===== src/design/assert_macros.svh =====
// Assertion macros used by the top level of the ack-frequency receiver policy RTL.
`ifndef ASSERT_MACROS_SVH
`define ASSERT_MACROS_SVH
`ifndef SYNTHESIS
// Plain property, checked at every rising edge outside reset.
`define ACKF_ASSERT(lbl, clk, rst_n, prop, msg) \
	lbl: assert property (@(posedge clk) disable iff (!rst_n) (prop)) else $error(msg);
// Same-cycle implication.
`define ACKF_ASSERT_IMPLY(lbl, clk, rst_n, ante, cons, msg) \
	lbl: assert property (@(posedge clk) disable iff (!rst_n) (ante) |-> (cons)) else $error(msg);
// Next-cycle implication.
`define ACKF_ASSERT_NEXT(lbl, clk, rst_n, ante, cons, msg) \
	lbl: assert property (@(posedge clk) disable iff (!rst_n) (ante) |=> (cons)) else $error(msg);
`else
`define ACKF_ASSERT(lbl, clk, rst_n, prop, msg)
`define ACKF_ASSERT_IMPLY(lbl, clk, rst_n, ante, cons, msg)
`define ACKF_ASSERT_NEXT(lbl, clk, rst_n, ante, cons, msg)
`endif
`endif


===== src/design/ackf_pkg.sv =====
// Types, codes and constants of the ack-frequency receiver policy.
`default_nettype none
package ackf_pkg;

	localparam int VAL_W   = 62;
	localparam int COUNT_W = 32;
	localparam int USED_W  = 6;
	localparam int CFG_W   = 8;

	// command codes
	localparam logic [1:0] CMD_FRAME_BYTE = 2'd0;
	localparam logic [1:0] CMD_IMMEDIATE  = 2'd1;
	localparam logic [1:0] CMD_QUERY      = 2'd2;

	// result kinds
	localparam logic [1:0] KIND_APPLIED   = 2'd0;
	localparam logic [1:0] KIND_STALE     = 2'd1;
	localparam logic [1:0] KIND_TRUNCATED = 2'd2;
	localparam logic [1:0] KIND_DECISION  = 2'd3;

	// packet number spaces
	localparam logic [1:0] SPACE_INITIAL   = 2'd0;
	localparam logic [1:0] SPACE_HANDSHAKE = 2'd1;
	localparam logic [1:0] SPACE_APP       = 2'd2;

	// configuration register indexes
	localparam logic REG_FALLBACK_THRESHOLD = 1'b0;
	localparam logic REG_FALLBACK_REORDER   = 1'b1;

	// frame layout: sequence, threshold, max delay, reorder threshold
	localparam logic [1:0] FIELD_LAST = 2'd3;

	localparam logic [VAL_W-1:0] RST_THRESHOLD = 62'd2;
	localparam logic [VAL_W-1:0] RST_DELAY     = 62'd25000;
	localparam logic [VAL_W-1:0] RST_REORDER   = 62'd1;
	localparam logic [CFG_W-1:0] RST_FALLBACK_THRESHOLD = 8'd2;
	localparam logic [CFG_W-1:0] RST_FALLBACK_REORDER   = 8'd1;

	typedef struct packed {
		logic [1:0]         cmd;
		logic [7:0]         data_byte;
		logic               last_byte;
		logic [1:0]         pkt_space;
		logic [COUNT_W-1:0] eliciting_count;
		logic [VAL_W-1:0]   largest_received;
		logic [VAL_W-1:0]   largest_acked_before;
	} in_item_t;

	typedef struct packed {
		logic [1:0]        kind;
		logic              send_ack;
		logic [USED_W-1:0] bytes_used;
		logic [VAL_W-1:0]  delay_limit_us;
	} out_item_t;

	// stored ack-frequency parameters
	typedef struct packed {
		logic [VAL_W-1:0] sequence_num;
		logic [VAL_W-1:0] threshold;
		logic [VAL_W-1:0] delay;
		logic [VAL_W-1:0] reorder;
	} params_t;

	// frame parser outcome for the byte in stage 1
	typedef struct packed {
		logic              valid;
		logic [1:0]        kind;
		logic [USED_W-1:0] bytes_used;
	} frame_res_t;

endpackage
`default_nettype wire


===== src/design/ackf_in_if.sv =====
// Input channel: valid/ready handshake carrying one policy command.
`default_nettype none
interface ackf_in_if;
	logic              valid;
	logic              ready;
	ackf_pkg::in_item_t data;

	modport source(output valid, output data, input ready);
	modport sink(input valid, input data, output ready);
endinterface
`default_nettype wire


===== src/design/ackf_out_if.sv =====
// Output channel: valid/ready handshake carrying one policy result.
`default_nettype none
interface ackf_out_if;
	logic               valid;
	logic               ready;
	ackf_pkg::out_item_t data;

	modport source(output valid, output data, input ready);
	modport sink(input valid, input data, output ready);
endinterface
`default_nettype wire


===== src/design/ackf_frame_parser.sv =====
// Varint frame parser and stored ack-frequency parameters.
`default_nettype none
module ackf_frame_parser (
	input  wire logic                 clk,
	input  wire logic                 arst_n,
	input  wire logic                 fire,
	input  wire logic [7:0]           data_byte,
	input  wire logic                 last_byte,
	output ackf_pkg::frame_res_t      res,
	output ackf_pkg::params_t         params
);
	import ackf_pkg::*;

	logic [1:0]        field_idx_q, field_idx_n;
	logic [2:0]        left_q, left_n;
	logic [VAL_W-1:0]  acc_q, acc_n;
	logic [USED_W-1:0] byte_cnt_q, byte_cnt_n;
	logic              discard_q, discard_n;
	params_t           params_q, params_n;
	logic [VAL_W-1:0]  captured_q [3];
	logic [VAL_W-1:0]  field_val;
	logic              cap_we;
	logic              stale;

	always_comb begin
		field_idx_n = field_idx_q;
		left_n      = left_q;
		acc_n       = acc_q;
		byte_cnt_n  = byte_cnt_q;
		discard_n   = discard_q;
		params_n    = params_q;
		field_val   = '0;
		cap_we      = 1'b0;
		stale       = 1'b0;
		res         = '0;
		if (discard_q) begin
			// drop the tail of a run after a completed frame
			if (last_byte) begin
				discard_n = 1'b0;
			end
		end else begin
			byte_cnt_n = byte_cnt_q + 6'd1;
			if (left_q == 3'd0) begin
				left_n = 3'((4'd1 << data_byte[7:6]) - 4'd1);
				acc_n  = {56'd0, data_byte[5:0]};
			end else begin
				left_n = left_q - 3'd1;
				acc_n  = {acc_q[VAL_W-9:0], data_byte};
			end
			field_val = acc_n;
			if (left_n == 3'd0 && field_idx_q != FIELD_LAST) begin
				cap_we      = 1'b1;
				field_idx_n = field_idx_q + 2'd1;
				acc_n       = '0;
			end else if (left_n == 3'd0) begin
				stale = (captured_q[0] <= params_q.sequence_num) &&
					(params_q.sequence_num != '0);
				if (!stale) begin
					params_n.sequence_num = captured_q[0];
					params_n.threshold    = captured_q[1];
					params_n.delay        = captured_q[2];
					params_n.reorder      = acc_n;
				end
				res.valid      = 1'b1;
				res.kind       = stale ? KIND_STALE : KIND_APPLIED;
				res.bytes_used = byte_cnt_n;
				discard_n      = !last_byte;
			end
			if (last_byte && !res.valid) begin
				res.valid = 1'b1;
				res.kind  = KIND_TRUNCATED;
			end
			if (res.valid) begin
				field_idx_n = '0;
				left_n      = '0;
				acc_n       = '0;
				byte_cnt_n  = '0;
			end
		end
	end

	always_ff @(posedge clk or negedge arst_n) begin
		if (!arst_n) begin
			field_idx_q <= '0;
			left_q      <= '0;
			acc_q       <= '0;
			byte_cnt_q  <= '0;
			discard_q   <= 1'b0;
			params_q    <= '{sequence_num: '0, threshold: RST_THRESHOLD,
				delay: RST_DELAY, reorder: RST_REORDER};
		end else if (fire) begin
			field_idx_q <= field_idx_n;
			left_q      <= left_n;
			acc_q       <= acc_n;
			byte_cnt_q  <= byte_cnt_n;
			discard_q   <= discard_n;
			params_q    <= params_n;
		end
	end

	// fields are written before the final field reads them
	always_ff @(posedge clk) begin
		if (fire && cap_we) begin
			captured_q[field_idx_q] <= field_val;
		end
	end

	assign params = params_q;

endmodule
`default_nettype wire


===== src/design/ackf_ack_decider.sv =====
// Ack decision rules, immediate-ack flag and fallback registers.
`default_nettype none
module ackf_ack_decider (
	input  wire logic                          clk,
	input  wire logic                          arst_n,
	input  wire logic                          cfg_we,
	input  wire logic                          cfg_index,
	input  wire logic [ackf_pkg::CFG_W-1:0]    cfg_wdata,
	input  wire logic                          fire_immediate,
	input  wire logic                          fire_query,
	input  wire logic [1:0]                    pkt_space,
	input  wire logic [ackf_pkg::COUNT_W-1:0]  eliciting_count,
	input  wire logic [ackf_pkg::VAL_W-1:0]    largest_received,
	input  wire logic [ackf_pkg::VAL_W-1:0]    largest_acked_before,
	input  wire ackf_pkg::params_t             params,
	output logic                               send_ack
);
	import ackf_pkg::*;

	logic [CFG_W-1:0] fb_threshold_q;
	logic [CFG_W-1:0] fb_reorder_q;
	logic             pending_q;
	logic [VAL_W-1:0] thr;
	logic [VAL_W-1:0] reo;
	logic [VAL_W:0]   gap_limit;
	logic             gap_hit;

	always_ff @(posedge clk or negedge arst_n) begin
		if (!arst_n) begin
			fb_threshold_q <= RST_FALLBACK_THRESHOLD;
			fb_reorder_q   <= RST_FALLBACK_REORDER;
		end else if (cfg_we) begin
			case (cfg_index)
				REG_FALLBACK_THRESHOLD: fb_threshold_q <= cfg_wdata;
				REG_FALLBACK_REORDER:   fb_reorder_q   <= cfg_wdata;
				default: ;
			endcase
		end
	end

	always_comb begin
		thr       = (params.threshold != '0) ? params.threshold : {54'd0, fb_threshold_q};
		reo       = (params.reorder != '0) ? params.reorder : {54'd0, fb_reorder_q};
		gap_limit = {1'b0, largest_acked_before} + {1'b0, reo};
		gap_hit   = (reo != '0) && (largest_acked_before != '0) &&
			({1'b0, largest_received} > gap_limit);
		case (pkt_space)
			SPACE_INITIAL, SPACE_HANDSHAKE: send_ack = (eliciting_count != '0);
			SPACE_APP: send_ack = pending_q || ({30'd0, eliciting_count} > thr) || gap_hit;
			default: send_ack = 1'b0;
		endcase
	end

	// set on an immediate-ack event, consume on the first application query
	always_ff @(posedge clk or negedge arst_n) begin
		if (!arst_n) begin
			pending_q <= 1'b0;
		end else if (fire_immediate) begin
			pending_q <= 1'b1;
		end else if (fire_query && pkt_space == SPACE_APP) begin
			pending_q <= 1'b0;
		end
	end

endmodule
`default_nettype wire


===== src/design/ack_frequency_receiver_policy_unit.sv =====
// Top level of the ack-frequency receiver policy: stage registers and handshakes.
//
//  channel   dir  handshake          transaction
//  item      in   valid/ready        one command: frame byte, immediate-ack, query
//  result    out  valid/ready        applied / stale / truncated / decision
//  cfg_*     in   write enable only  fallback threshold or fallback reorder
//
// One item per cycle unless stage 2 stalls; a result is registered in stage 2.
// Stage 1 registers the item, the parser and decider act on it and stage 2 holds the result.
// Items with no result pass through stage 1 even while a result waits in stage 2.
// Reset clears parser state, pending flag and both stage valids; parameters get defaults.
`default_nettype none
`include "assert_macros.svh"
module ack_frequency_receiver_policy_unit (
	input  wire logic                       clk,
	input  wire logic                       arst_n,
	ackf_in_if.sink                         item,
	ackf_out_if.source                      result,
	input  wire logic                       cfg_we,
	input  wire logic                       cfg_index,
	input  wire logic [ackf_pkg::CFG_W-1:0] cfg_wdata
);
	import ackf_pkg::*;

	logic       valid_s1;
	in_item_t   item_s1;
	logic       valid_s2;
	out_item_t  res_s2;
	logic       advance;
	logic       has_res;
	out_item_t  res;
	frame_res_t frame_res;
	params_t    params;
	logic       send_ack;
	logic       is_byte;
	logic       is_query;

	assign is_byte  = (item_s1.cmd == CMD_FRAME_BYTE);
	assign is_query = (item_s1.cmd == CMD_QUERY);

	ackf_frame_parser u_parser (
		.clk       (clk),
		.arst_n    (arst_n),
		.fire      (advance && is_byte),
		.data_byte (item_s1.data_byte),
		.last_byte (item_s1.last_byte),
		.res       (frame_res),
		.params    (params)
	);

	ackf_ack_decider u_decider (
		.clk                  (clk),
		.arst_n               (arst_n),
		.cfg_we               (cfg_we),
		.cfg_index            (cfg_index),
		.cfg_wdata            (cfg_wdata),
		.fire_immediate       (advance && item_s1.cmd == CMD_IMMEDIATE),
		.fire_query           (advance && is_query),
		.pkt_space            (item_s1.pkt_space),
		.eliciting_count      (item_s1.eliciting_count),
		.largest_received     (item_s1.largest_received),
		.largest_acked_before (item_s1.largest_acked_before),
		.params               (params),
		.send_ack             (send_ack)
	);

	always_comb begin
		res = '0;
		if (is_query) begin
			res.kind           = KIND_DECISION;
			res.send_ack       = send_ack;
			res.delay_limit_us = params.delay;
		end else begin
			res.kind       = frame_res.kind;
			res.bytes_used = frame_res.bytes_used;
		end
	end

	assign has_res    = is_query || (is_byte && frame_res.valid);
	// hold stage 1 only when its result cannot enter stage 2
	assign advance    = valid_s1 && (!has_res || !valid_s2 || result.ready);
	assign item.ready = !valid_s1 || advance;

	always_ff @(posedge clk or negedge arst_n) begin
		if (!arst_n) begin
			valid_s1 <= 1'b0;
		end else if (item.valid && item.ready) begin
			valid_s1 <= 1'b1;
		end else if (advance) begin
			valid_s1 <= 1'b0;
		end
	end

	always_ff @(posedge clk) begin
		if (item.valid && item.ready) begin
			item_s1 <= item.data;
		end
	end

	always_ff @(posedge clk or negedge arst_n) begin
		if (!arst_n) begin
			valid_s2 <= 1'b0;
		end else if (advance && has_res) begin
			valid_s2 <= 1'b1;
		end else if (result.ready) begin
			valid_s2 <= 1'b0;
		end
	end

	always_ff @(posedge clk) begin
		if (advance && has_res) begin
			res_s2 <= res;
		end
	end

	assign result.valid = valid_s2;
	assign result.data  = res_s2;

	`ACKF_ASSERT_IMPLY(a_no_overwrite, clk, arst_n, valid_s2 && !result.ready && has_res, !advance, "result overwritten while stalled")
	`ACKF_ASSERT_NEXT(a_result_loaded, clk, arst_n, advance && has_res, valid_s2, "result lost after advance")
	`ACKF_ASSERT_IMPLY(a_decision_fields, clk, arst_n, valid_s2 && res_s2.kind == KIND_DECISION, res_s2.bytes_used == '0, "decision carries byte count")
	`ACKF_ASSERT_IMPLY(a_frame_fields, clk, arst_n, valid_s2 && res_s2.kind != KIND_DECISION, !res_s2.send_ack && res_s2.delay_limit_us == '0, "frame result carries decision fields")
	`ACKF_ASSERT_IMPLY(a_frame_used, clk, arst_n, valid_s2 && (res_s2.kind == KIND_APPLIED || res_s2.kind == KIND_STALE), res_s2.bytes_used != '0, "completed frame with no bytes")

endmodule
`default_nettype wire


===== src/flat_wrapper.sv =====
// flat-port wrapper written by rule: the top's interface ports become plain ports
module ack_frequency_receiver_policy_unit_flat import ackf_pkg::*;
  (clk, arst_n, cfg_we, cfg_index, cfg_wdata, item_valid, item_data, item_ready, result_valid, result_data, result_ready);
  ackf_in_if item_i ();
  ackf_out_if result_i ();
  input  wire logic clk;
  input  wire logic arst_n;
  input  wire logic cfg_we;
  input  wire logic cfg_index;
  input  wire logic [ackf_pkg::CFG_W-1:0] cfg_wdata;
  input wire logic [$bits(item_i.valid)-1:0] item_valid;
  input wire logic [$bits(item_i.data)-1:0] item_data;
  output wire logic [$bits(item_i.ready)-1:0] item_ready;
  output wire logic [$bits(result_i.valid)-1:0] result_valid;
  output wire logic [$bits(result_i.data)-1:0] result_data;
  input wire logic [$bits(result_i.ready)-1:0] result_ready;
  assign item_i.valid = item_valid;
  assign item_i.data = item_data;
  assign item_ready = item_i.ready;
  assign result_valid = result_i.valid;
  assign result_data = result_i.data;
  assign result_i.ready = result_ready;
  ack_frequency_receiver_policy_unit u_core (.clk(clk), .arst_n(arst_n), .item(item_i), .result(result_i), .cfg_we(cfg_we), .cfg_index(cfg_index), .cfg_wdata(cfg_wdata));
endmodule

===== config.mk =====
export PLATFORM = sky130hd
export DESIGN_NAME = ack_frequency_receiver_policy_unit_flat
export DESIGN_NICKNAME = d
export VERILOG_FILES = /design/src/design/ackf_pkg.sv /design/src/design/ackf_in_if.sv /design/src/design/ackf_out_if.sv /design/src/design/ackf_frame_parser.sv /design/src/design/ackf_ack_decider.sv /design/src/design/ack_frequency_receiver_policy_unit.sv /design/src/flat_wrapper.sv
export VERILOG_INCLUDE_DIRS = /design/src /design/src/design
export SDC_FILE = /design/constraint.sdc
export NUM_CORES = 1
export LEC_CHECK = 0
export BUFFER_PORTS_ARGS = -buffer_cell sky130_fd_sc_hd__buf_2
export CORE_MARGIN = 2
export CORE_UTILIZATION = 35
export CTS_BUF_LIST = sky130_fd_sc_hd__clkbuf_8
export DETAILED_ROUTE_END_ITERATION = 7
export GPL_TIMING_DRIVEN = 0
export PLACE_DENSITY = 0.5
export REMOVE_ABC_BUFFERS = 1
export SLEW_MARGIN = 10
export SYNTH_ARGS = -nofsm -noshare
export SYNTH_HDL_FRONTEND = slang
export SYNTH_HIERARCHICAL = 1
export SYNTH_SLANG_ARGS = --single-unit
export TNS_END_PERCENT = 100

===== constraint.sdc =====
create_clock -name clk -period 15.93 [get_ports clk]
set_input_delay 0.7965 -clock clk [delete_from_list [all_inputs] [get_ports clk]]
set_output_delay 0.7965 -clock clk [all_outputs]
set_load 0.005 [all_outputs]

# After elaboration in Yosys (flattened, before gate mapping)

Memories as Yosys holds them, arrays and structs flattened. A register that Yosys moved wholly into a read port is not among the register bits.
Cells that the tools add are included.

Bits in registers: 449
RAM bits: 186
Input port bits: 183
Output and inout port bits: 73
Word-level logic and storage cells: 124
Memories kept: 1

Add/subtract/negate cells: 5
Order comparisons: 3
Eq/ne operators: 5
Shift operators: 1
Mux-type cells: 34
Bitwise operators: 4
Reduce and logical (&&, ||, !) cells: 48

Memories:

| memory                     | words | bits a word | rd ports | clocked after Yosys merged registers in | write ports | line                    | RTL |
|---|---|---|---|---|---|---|---|
| u_core.u_parser.captured_q | 3     | 62          | 3        | 2                                       | 1           | ackf_frame_parser.sv:20 | `logic [VAL_W-1:0] captured_q [3];` |

Operators by type and width:

| cell                                                                | number |
|---|---|
| 62-bit nonzero test                                                 | 5 |
| 62-bit two-way mux                                                  | 4 |
| 54-bit two-way mux                                                  | 2 |
| 62-bit by 62-bit adder with 63-bit output                           | 1 |
| 62-bit by 63-bit greater-than comparator with 1-bit output          | 1 |
| 32-bit by 62-bit greater-than comparator with 1-bit output          | 1 |
| 62-bit <= comparator                                                | 1 |
| 9-bit two-way mux                                                   | 4 |
| 32-bit nonzero test                                                 | 1 |
| 1-bit two-way mux                                                   | 15 |
| 3-bit two-way mux                                                   | 5 |
| 1-bit logical AND                                                   | 14 |
| 2-bit nonzero test                                                  | 4 |
| 1-bit logical NOT                                                   | 7 |
| 6-bit by 1-bit adder with 6-bit output (second input constant)      | 1 |
| 3-bit logical NOT                                                   | 2 |
| 1-bit logical OR                                                    | 6 |
| 6-bit two-way mux                                                   | 1 |
| 2-bit AND reduction                                                 | 3 |
| 3-bit by 1-bit subtractor with 3-bit output (second input constant) | 2 |
| 5-bit AND reduction                                                 | 1 |
| 2-bit by 1-bit == test with 1-bit output (second input constant)    | 2 |
| 2-bit == test (second input constant)                               | 2 |
| 2-bit logical NOT                                                   | 2 |
| other kinds (8)                                                     | 13 |

# Depth between registers and ports, before layout

Gate-level depths: netlist of the first run.

Depth after elaboration: 23
Mapped depth: 27
Mapped depth without buffers: 27

# Modules after synthesis

The synthesis of the first run kept the hierarchy.

Modules (own cells, without submodules):

| module                             | times used | cells each | area each (sq um) | seq. area each (sq um) |
|---|---|---|---|---|
| ackf_frame_parser                  | 1          | 1447       | 20763.7           | 13452.9 |
| ack_frequency_receiver_policy_unit | 1          | 336        | 7927.6            | 7257.0 |
| ackf_ack_decider                   | 1          | 986        | 7253.2            | 427.9 |

# Least setup slack after synthesis of the first run

No wires, ideal clock.

Path type: register to register
Start point: register u_core.u_parser.left_q[1]
End point: register u_core.res_s2 (netlist bit u_core/result.data[0]), enable pin
Library setup time: 0.587 ns
Data arrival time: 7.210 ns
Data required time: 15.343 ns
Path slack: 8.133 ns
Stages on the path, launching flop included: 12
Buffers on the path: 2
Period minus slack after synthesis: 7.797 ns
Cell sequence: dfrtp_1 > nor3_2 > clkbuf_1 > clkbuf_1 > a31oi_1 > ha_1 > xnor2_1 > nor3_2 > nor2_1 > nor2_1 > nor2_1 > nor3_1

RTL lines:

| element                  | line                                      | RTL |
|---|---|---|
| start: declaration       | ackf_frame_parser.sv:15                   | `logic [2:0] left_q, left_n;` |
| start signal: assignment | ackf_frame_parser.sv:93                   | `left_q <= left_n;` |
| end signal: assignment   | ack_frequency_receiver_policy_unit.sv:112 | `res_s2 <= res;` |
| end: declaration         | ack_frequency_receiver_policy_unit.sv:28  | `out_item_t res_s2;` |

# Worst setup path in the final report of the first run

Start point: register u_core.u_parser.params_q (netlist bit u_core/u_parser/params[49])
End point: register u_core.res_s2 (netlist bit u_core/result.data[68]), data pin

Word-level cells in the longest chain between the ends: 7
Elaborated cells between the ends (all ways): 9
Classes of those cells: add/sub (1); order compare (1); mux (2); reduce/logical (5)

Ends and longest elaborated chain:

| element                                                                                         | line                                           | RTL |
|---|---|---|
| start: declaration                                                                              | ackf_frame_parser.sv:19                        | `params_t params_q, params_n;` |
| start signal: assignment                                                                        | ackf_frame_parser.sv:89                        | `params_q <= '{sequence_num: '0, threshold: RST_THRESHOLD,` |
| start signal: assignment                                                                        | ackf_frame_parser.sv:97                        | `params_q <= params_n;` |
| 62-bit nonzero test                                                                             | ackf_ack_decider.sv:43                         | `reo = (params.reorder != '0) ? params.reorder : {54'd0, fb_reorder_q};` |
| 62-bit two-way mux (*)                                                                          | ackf_ack_decider.sv:43                         |  |
| 62-bit by 62-bit adder with 63-bit output or 62-bit nonzero test (tied branches)                | ackf_ack_decider.sv:44, ackf_ack_decider.sv:45 |  |
| 62-bit by 63-bit greater-than comparator with 1-bit output or 1-bit logical AND (tied branches) | ackf_ack_decider.sv:46, ackf_ack_decider.sv:45 |  |
| 1-bit logical AND (*)                                                                           | ackf_ack_decider.sv:45                         | `gap_hit = (reo != '0) && (largest_acked_before != '0) &&` |
| 1-bit logical OR (*)                                                                            | ackf_ack_decider.sv:49                         | `SPACE_APP: send_ack = pending_q \|\| ({30'd0, eliciting_count} > thr) \|\| gap_hit;` |
| 1-bit case mux with 2 select lines (*)                                                          | ackf_ack_decider.sv:47                         | `case (pkt_space)` |
| named net u_core.send_ack                                                                       | ack_frequency_receiver_policy_unit.sv:34       | `logic send_ack;` |

The timed path passes the listed nets; every way through them passes the cells marked *.
A chain may end at the register's enable or synchronous reset.

==> results of run 1 <==
Yosys cell counts (13+ instances only):
master      n
and2_2     60
xnor2_1    34
and2_1     13
inv_1     172
nand2b_1   20
nand4_1    62
nor4_1     79
nor2b_1    21
clkbuf_1  120
nand2_1   151
mux2_2     28
o21bai_1   16
nand3_1    24
o41ai_1    57
dfrtp_1   323
ha_1      225
buf_6      24
nor3_1     81
o21ai_0   172
xor2_1     27
edfxtp_1  426
nor2_1     67
mux2_4    172
o21a_1     16
a21o_1     64
a21oi_1   130
cell families (layout without fill, tap and decap cells):
logic type               Yosys count  count (layout)  synth area share
AND/OR/NAND/NOR                  615             615           0.09211
other                              0               3                 0
buffers and inverters            336             729           0.04073
XOR/XNOR                          61              61           0.01486
adder cells (fa/ha/maj)          226             226           0.07888
multiplexers                     209             209           0.08340
AO/OA/AOI/OAI                    563             563            0.1020
flip-flops                       759             759            0.5881
layout by cell type (no fill, tap or decap), drive strengths merged, types with 4 or more instances in the layout:
cell	instances
a2111oi	5
a21oi	132
ha	225
nor3	83
o21ai	180
nand2b	20
o2111ai	4
o311ai	5
buf	310
clkbuf	152
dfrtp	323
and2	73
nand3	24
o31ai	12
clkinv	18
and4	4
dfstp	10
nor4	82
nor2b	22
mux2	208
xor2	27
o31a	5
nand2	151
o21a	16
and3	9
a31oi	10
nand4	63
edfxtp	426
xnor2	34
a21o	65
o211ai	12
o41ai	57
inv	242
nor2	68
a221oi	6
or2	6
a211oi	15
bufinv	4
o21bai	16
critical path, delay by kind of cell, from the launching register on:
family | cells | cell delay (ps)
adders and majority gates | 3 | 910
AOI/OAI and AO/OA | 12 | 2400
DFF | 1 | 450
buffers and inverters | 2 | 250
and+or+nand+nor | 10 | 3570
xor gates and xnor gates | 1 | 170
cell type report:
cell class | count | share of cell area
multi-input combinational | 1674 | 0.3207
sequential | 759 | 0.5056
inverter | 172 | 0.01544
timing repair buffer | 311 | 0.05395
antenna | 3 | 0.0001795
clock inverter | 94 | 0.01316
tap | 1368 | 0.04093
clock buffer | 152 | 0.05003
final timing paths:
path                                                     to  slack (ps)
worst max register to register       u_core/result.data[68]        8000
worst min register to register  u_core/u_parser/params[142]         440
min in group asynchronous        u_core/u_parser/params[68]         620
max in group asynchronous       u_core/u_parser/params[236]       13930
worst max-delay path                 u_core/result.data[68]        8000
worst min-delay path                    u_core/item_s1[114]         160
power groups by stage:
stage               clock network (mW)  registers [mW]  logic [mW]
floorplan                            0            2.47       0.982
global placement                     0            2.55        1.40
detailed placement                   0            2.53        1.52
CTS                               1.83            2.49        1.53
global route                      1.92            2.52        1.68
finish                            1.76            2.49        1.52
per-stage QoR:
| stage | setup WS (ps) | util | cell area (µm²) |
|---|---|---|---|
| after floorplan | -2060 | - | 35130 |
| after global placement | -13400 | 0.3741 | 38110 |
| after detailed placement | 7905 | 0.3842 | 39150 |
| after CTS | 7861 | 0.4103 | 41800 |
| after global routing | 7556 | 0.4104 | 41820 |
| final | 8001 | 0.4104 | 41820 |
layer usage:
metal  up-vias  track usage  routed length, µm
li1      10850            -                  -
met1     11340       0.2360              42110
met2       591       0.2975              46050
met3       150      0.03389               4588
met4         0      0.06713               2792
met5         -            0                  0
registers in the layout, indices dropped and copies added, names as in the netlist:
signal and flops:
u_core/u_parser/params 248, u_core/u_parser/captured_q 186, u_core/item_s1 169, u_core/result.data 71, u_core/u_parser/acc_q 54, u_core/u_decider/fb_reorder_q 8
u_core/u_decider/fb_threshold_q 8, u_core/u_parser/byte_cnt_q 6, u_core/u_parser/left_q 3, u_core/u_parser/field_idx_q 2, u_core/result.valid 1, u_core/u_decider/pending_q 1
u_core/u_parser/discard_q 1, u_core/valid_s1 1
==> results.json, run 1 <==
{
  "via_per_inst": 5.058,
  "synth_area_per_cell_um2": 12.98,
  "dieArea_um2": 105300,
  "worstReg2RegStart": "u_core/u_parser/params[49]",
  "layoutNonFillerInstCount": 4533,
  "port_buffers": 255,
  "status": "completed",
  "cts_setup_buffers": 0,
  "routabilityCongestion": 0.8552,
  "cp_max_fo": 9,
  "clk_pin_slew_worst_paths_ps": 60,
  "seqCellArea_um2": 21140,
  "num-nets-final": 3461,
  "rsz0062_at_grt": "no",
  "clkPwrFrac": 0.304,
  "synth_seq_area_share": 0.5881,
  "period_share": 0.4977,
  "whs_ps": 162.9,
  "cts-resized-gates": 0,
  "worst_slew_pin_slew_ps": 1156,
  "hold_viol": 0,
  "crit_start": "u_core/u_parser/params[49]",
  "fp.dieW_um": 324.5,
  "routed_wl_mm": 95.53,
  "relSlewSlack": 0.2233,
  "start_kind": "register",
  "crit_path_end_kind": "register",
  "placed_cells": 4283,
  "synth_top_area_cell": "edfxtp_1",
  "wl_per_cell_um": 21.07,
  "drive_gt1_frac": 0.2530,
  "fin_crit_ps": 7929,
  "root_buffer": "clkbuf_8",
  "area_growth_pct": 16.34,
  "drc": 0,
  "grt_pass1_wl_mm": 145.4,
  "start_util": 0.3528,
  "place_hpwl_mm": 72.21,
  "combinationalPowerShare": 0.264,
  "numCtsBuffers": 134,
  "synthArstFlopShare": 0.4387,
  "cp_data_required_time_ps": 16590,
  "antenna_found_initial": 6,
  "cts_tree": "done",
  "clock_sinks": 759,
  "crit_slowest_cell": "nor4_1",
  "synth_cell_type_count": 84,
  "fin_worst_skew_ps": 53.27,
  "grt_max_degree": 98,
  "max_freq_mhz": 126.1,
  "dr.pass1.iters": 6,
  "ioPinCount": 256,
  "power_switching_mw": 1.843,
  "grt_overflow": 0,
  "cts_hold_buf": 1,
  "clk_path_buf_depth": 3,
  "slew_viol_final": 0,
  "grt_usage": 0.1804,
  "synth_cells": 2769,
  "syn_area_um2": 35940,
  "htree_levels": 4,
  "power_mw": 5.767,
  "first_iter_violations": 1406,
  "core_region_area_um2": 101900,
  "drv_cap": 0,
  "synth_ff_type": "edfxtp_1",
  "crit_path_max_incr_delay_ps": 850,
  "setup_viol": 0,
  "setup_tns_ps": 0,
  "fillCellCount": 9680,
  "ir_drop_mv": 0.08119,
  "synth_top_area_frac": 0.3559,
  "multi_input_area_um2": 13410,
  "power.leakage_nw": 17.60,
  "p_sw_frac": 0.3196,
  "vias": 22930,
  "hp-start": "item_data[114]",
  "die_height_um": 324.5,
  "hold_path.class": "input pin to register",
  "grt_pass1_vias": 24200,
  "hold_depth": 1,
  "critPathArrivalTime_ps": 8590,
  "powerDensity_nw_per_um2": 137.9,
  "ys_seq_elements": 759,
  "fp-row-count": 117,
  "yosys_warnings": 6,
  "crit_top_cell": "a21oi_1",
  "p_int_mw": 3.924,
  "power_frac_seq": 0.432,
  "synth-edff-count": 426,
  "reg2reg_depth": 28,
  "path_class": "register to register",
  "ant_nets": 0,
  "synthTopCellsByArea": "edfxtp_1 (36%), dfrtp_1 (22%), ha_1 (7.8%)",
  "clock_latency_ps": 810
}
Power figures use the tool's default switching activity.
==> run 2: changes to the inputs <==
--- a/config.mk
+++ b/config.mk
@@ -12,7 +12,7 @@
 export CTS_BUF_LIST = sky130_fd_sc_hd__clkbuf_8
 export DETAILED_ROUTE_END_ITERATION = 7
 export GPL_TIMING_DRIVEN = 0
-export PLACE_DENSITY = 0.5
+export PLACE_DENSITY = 0.52
 export REMOVE_ABC_BUFFERS = 1
 export SLEW_MARGIN = 10
 export SYNTH_ARGS = -nofsm -noshare
==> constraint.sdc (replaced) <==
create_clock -name clk -period 6.4 [get_ports clk]
set_input_delay 0.32 -clock clk [delete_from_list [all_inputs] [get_ports clk]]
set_output_delay 0.32 -clock clk [all_outputs]
set_load 0.005 [all_outputs]
==> run 2 against run 1 <==
Worst hold slack worse by 96 ps; critical path depth decreased by 1; final area grew 6.1%.
==> results.json, run 2 (synthesis gave the netlist of run 1 again) <==
{
  "status": "completed",
  "largest_reg_flops": 248,
  "grt_pass1_wl_mm": 149.0,
  "fillCellCount": 9334,
  "fin_crit_ps": 6220,
  "setup_tns_ps": 0,
  "grt_overflow": 0,
  "dr.pass1.iters": 7,
  "fp.dieW_um": 324.5,
  "worst_slew_pin_slew_ps": 1240,
  "area_growth_pct": 23.42,
  "via_per_inst": 5.020,
  "critPathArrivalTime_ps": 6780,
  "hold_path.class": "input pin to async pin",
  "setup_viol": 0,
  "grt_max_degree": 78,
  "die_height_um": 324.5,
  "crit_path_end_kind": "register",
  "drc": 0,
  "post-route-util": 0.4354,
  "root_buffer": "clkbuf_8",
  "clock_sinks": 759,
  "place_hpwl_mm": 71.94,
  "whs_ps": 67.39,
  "port_buffers": 255,
  "grt_pass1_vias": 24970,
  "cp_max_fo": 6,
  "fin_ws_ps": 180.0,
  "clk_pin_slew_worst_paths_ps": 60,
  "cp_data_required_time_ps": 6960,
  "clock_latency_ps": 820,
  "start_kind": "register",
  "start_util": 0.3528,
  "seqCellArea_um2": 21150,
  "drv_cap": 0,
  "power.leakage_nw": 18.60,
  "multi_input_area_um2": 13870,
  "layout_common_cells": "edfxtp_1 (426), dfrtp_1 (319), buf_2 (254)",
  "htree_levels": 4,
  "path_class": "register to register",
  "period_share": 0.9719,
  "numCtsBuffers": 133,
  "clk_path_buf_depth": 3,
  "ant_nets": 0,
  "grt_usage": 0.1841,
  "max_freq_mhz": 160.8,
  "fp-row-count": 117,
  "power_mw": 14.88,
  "powerDensity_nw_per_um2": 335.4,
  "vias": 23800,
  "slew_viol_final": 0,
  "reg2reg_depth": 27,
  "routed_wl_mm": 97.51,
  "rsz0062_at_grt": "yes",
  "first_iter_violations": 1409,
  "ir_drop_mv": 0.1949,
  "num-nets-final": 3671,
  "relSlewSlack": 0.1658,
  "place_ws_ps": -1625,
  "core_region_area_um2": 101900,
  "antenna_found_initial": 5,
  "ioPinCount": 256,
  "routabilityCongestion": 0.8719,
  "drive_gt1_frac": 0.2637,
  "wl_per_cell_um": 20.57,
  "cts_tree": "done",
  "layout_commonest_cell": "edfxtp_1",
  "dieArea_um2": 105300,
  "hold_viol": 0,
  "fin_worst_skew_ps": 49.99
}
[run 2: final cells by class]
| cell class | count | area share |
|---|---|---|
| Clock buffer | 156 | 0.04840 |
| Multi-Input combinational cell | 1674 | 0.3127 |
| Inverter | 172 | 0.01461 |
| Sequential cell | 759 | 0.4767 |
| Timing Repair Buffer | 522 | 0.09612 |
| Tap cell | 1368 | 0.03858 |
| Clock inverter | 88 | 0.01278 |
| Antenna cell | 2 | 0.0001128 |
[run 2: timing repair]
item / in CTS / in global routing
resized for setup: 44 / 38
endpoints found under the setup margin: 1 / 1
endpoints found under the hold margin: 367 / 0
hold buffers: 187 / 0
pin swaps: 27 / 45
buffers inserted: 14 / 12
[run 2: worst paths after layout]
path / slack (ps) / from / to
setup reg to reg: 180 / u_core/u_parser/params[6] / u_core/result.data[68]
hold reg to reg: 450 / u_core/u_parser/captured_q[1][18] / u_core/u_parser/params[142]
max in group asynchronous: 4790 / arst_n / u_core/u_parser/params[52]
hold / removal: 70 / arst_n / u_core/u_parser/params[193]
min in group clk: 150 / cfg_we / u_core/u_decider/fb_reorder_q[7]
setup / recovery: 180 / u_core/u_parser/params[6] / u_core/result.data[68]
[run 2: critical path: stages (launching register included)]
cell	delay (ps)
dfrtp_2	440
nor4_4	370
nand4_1	210
nor4_4	340
buf_6	170
a21o_1	160
ha_4	220
a21o_1	190
a311o_1	390
o2111ai_2	90
nand4_1	260
a32oi_2	380
o31ai_4	130
a211oi_2	290
o31ai_2	110
xnor2_1	160
ha_2	180
a21o_1	170
a21o_1	200
a2111oi_4	300
o21a_1	180
o22ai_2	100
a311oi_2	250
a21oi_2	100
o31ai_2	70
buf_4	220
a31oi_1	110
and2_1	140
[run 2: stage by stage]
stage / std cells / area (µm²)
finish: 4741 / 44360
global route: 4740 / 44360
CTS: 4727 / 44020
detailed placement: 4282 / 39090
global placement: 4228 / 38110
floorplan: 2605 / 35130
[run 2: where the power goes]
group	internal, mW	switching [mW]	total (mW)
clock network	2.44	2.06	4.50
registers	5.78	0.451	6.23
logic	1.87	2.27	4.14
[run 2: layer usage]
metal  share of wire  global-route usage  up-vias
met3           0.049             0.03713      169
li1                -                   -    11290
met4           0.032             0.07518        0
met1            0.44              0.2367    11710
met5               0                   0        -
met2            0.48              0.3036      633
==> run 3: changes to the inputs <==
--- a/config.mk
+++ b/config.mk
@@ -12,8 +12,9 @@
 export CTS_BUF_LIST = sky130_fd_sc_hd__clkbuf_8
 export DETAILED_ROUTE_END_ITERATION = 7
 export GPL_TIMING_DRIVEN = 0
-export PLACE_DENSITY = 0.52
+export PLACE_DENSITY = 0.59
 export REMOVE_ABC_BUFFERS = 1
+export SETUP_SLACK_MARGIN = 0.02
 export SLEW_MARGIN = 10
 export SYNTH_ARGS = -nofsm -noshare
 export SYNTH_HDL_FRONTEND = slang
==> run 3 against run 2 <==
Utilization is 0.098 points lower; combinational power is 4% lower; register-to-register slack worse by 30 ps; worst hold slack better by 9.3 ps; first-iteration DRC count is 9.1% higher; die area stayed put; critical path type unchanged; critical endpoint unchanged; largest cell class unchanged; largest power group unchanged.
==> results.json, run 3 (synthesis gave the netlist of run 1 again) <==
{
  "dr.pass1.iters": 5,
  "critPathArrivalTime_ps": 6810,
  "setup_tns_ps": 0,
  "routabilityCongestion": 0.8625,
  "first_iter_violations": 1537,
  "layout_common_cells": "edfxtp_1 (426), dfrtp_1 (318), buf_2 (255)",
  "drv_cap": 0,
  "grt_overflow": 0,
  "grt_pass1_wl_mm": 144.7,
  "vias": 23750,
  "setup_viol": 0,
  "grt_usage": 0.1784,
  "slew_viol_final": 0,
  "cts_tree": "done",
  "via_per_inst": 4.999,
  "grt_pass1_vias": 24320,
  "crit_path_end_kind": "register",
  "ant_nets": 0,
  "placed_cells": 4282,
  "multi_input_area_um2": 13780,
  "max_freq_mhz": 160.0,
  "start_util": 0.3528,
  "power_mw": 14.67,
  "fin_worst_skew_ps": 48.90,
  "clk_path_buf_depth": 3,
  "cp_data_required_time_ps": 6960,
  "drc": 0,
  "largest_reg_flops": 248,
  "core_region_area_um2": 101900,
  "path_class": "register to register",
  "antenna_found_initial": 5,
  "wl_per_cell_um": 20.10,
  "htree_levels": 4,
  "powerDensity_nw_per_um2": 331.6,
  "grt_max_degree": 96,
  "dpl_cell_area_um2": 39080,
  "clk_pin_slew_worst_paths_ps": 60,
  "fillCellCount": 9444,
  "fp.dieW_um": 324.5,
  "seqCellArea_um2": 21150,
  "crit_slowest_cell": "dfrtp_1",
  "crit_path_max_incr_delay_ps": 440,
  "ir_drop_mv": 0.2596,
  "status": "completed",
  "power.leakage_nw": 18.58,
  "area_growth_pct": 23.14,
  "drive_gt1_frac": 0.2608,
  "design_area_um2": 44260,
  "clock_latency_ps": 810,
  "clock_sinks": 759,
  "layoutNonFillerInstCount": 4751,
  "period_share": 0.9769,
  "dieArea_um2": 105300,
  "worst_slew_pin_slew_ps": 1189,
  "layout_commonest_cell": "edfxtp_1",
  "port_buffers": 255,
  "cp_max_fo": 5,
  "rsz0062_at_grt": "yes",
  "hold_path.class": "input pin to async pin",
  "fp-row-count": 117,
  "place_hpwl_mm": 68.59,
  "numCtsBuffers": 135,
  "die_height_um": 324.5,
  "start_kind": "register",
  "num-nets-final": 3675,
  "hold_viol": 0,
  "routed_wl_mm": 95.48,
  "ioPinCount": 256,
  "root_buffer": "clkbuf_8",
  "fin_crit_ps": 6252,
  "relSlewSlack": 0.2015
}
## run 3: cell types whose count changed in the layout (fill, tap and decap cells not counted), moves of 3 or more
cell,previous run,this run
diode_2,2,5
inv_1,214,225
ha_4,4,0
clkinv_8,3,7
buf_6,10,7
ha_1,219,222
buf_8,8,11
## run 3: critical path: cells and delay by family (launching register included)
kind,cells,cell delay (ps)
and+or+nand+nor,11,2280
AOI/OAI and AO/OA,11,1550
adders and majority gates,3,860
buffers and inverters,4,650
DFF,1,440
xor gates and xnor gates,1,180
## run 3: area by class of cell
cell class                      count  share of cell area
Antenna cell                        5           0.0002827
Clock buffer                      154             0.04789
Clock inverter                     95             0.01329
Inverter                          172             0.01459
Multi-Input combinational cell   1675              0.3114
Sequential cell                   759              0.4778
Tap cell                         1368             0.03867
Timing Repair Buffer              523             0.09608
## run 3: per-layer routing
metal	GRT usage	vias up	part of all wire
li1	-	11290	-
met1	0.2363	11700	0.44
met2	0.2909	598	0.48
met3	0.03462	162	0.048
met4	0.06461	0	0.029
met5	0	-	0
## run 3: per-stage QoR
stage | worst slack (ps) | util | hold slack (ps)
global placement | -22800 | 0.3741 | 451.0
detailed placement | -1560 | 0.3835 | 337.7
global route | -173.7 | 0.4344 | 103.2
finish | 148.1 | 0.4344 | 76.74
floorplan | -11590 | - | 24.41
CTS | 25.16 | 0.4314 | 41.06
## run 3: timing repair
item | CTS | global route
hold buffers | 189 | 0
cloned | 0 | 1
buffers inserted | 10 | 15
endpoints found under the setup margin | 1 | 18
pin swaps | 25 | 24
endpoints found under the hold margin | 292 | 0
gates resized for setup | 40 | 28
## run 3: final timing paths
path / startpoint / cells after the start / slack [ps] / endpoint
max in group asynchronous: arst_n / 4 / 4930 / u_core/u_decider/fb_reorder_q[0]
min: arst_n / 2 / 80 / u_core/u_parser/params[111]
min in group clk: cfg_we / 3 / 140 / u_core/u_decider/fb_reorder_q[7]
min reg2reg: u_core/u_parser/captured_q[2][51] / 1 / 450 / u_core/u_parser/params[113]
max reg2reg: u_core/u_parser/params[60] / 30 / 150 / u_core/result.data[68]
max: u_core/u_parser/params[60] / 30 / 150 / u_core/result.data[68]
## run 3: power breakdown
group | switching (mW) | internal [mW]
combinational | 2.19 | 1.79
clock | 2.11 | 2.36
sequential | 0.453 | 5.78
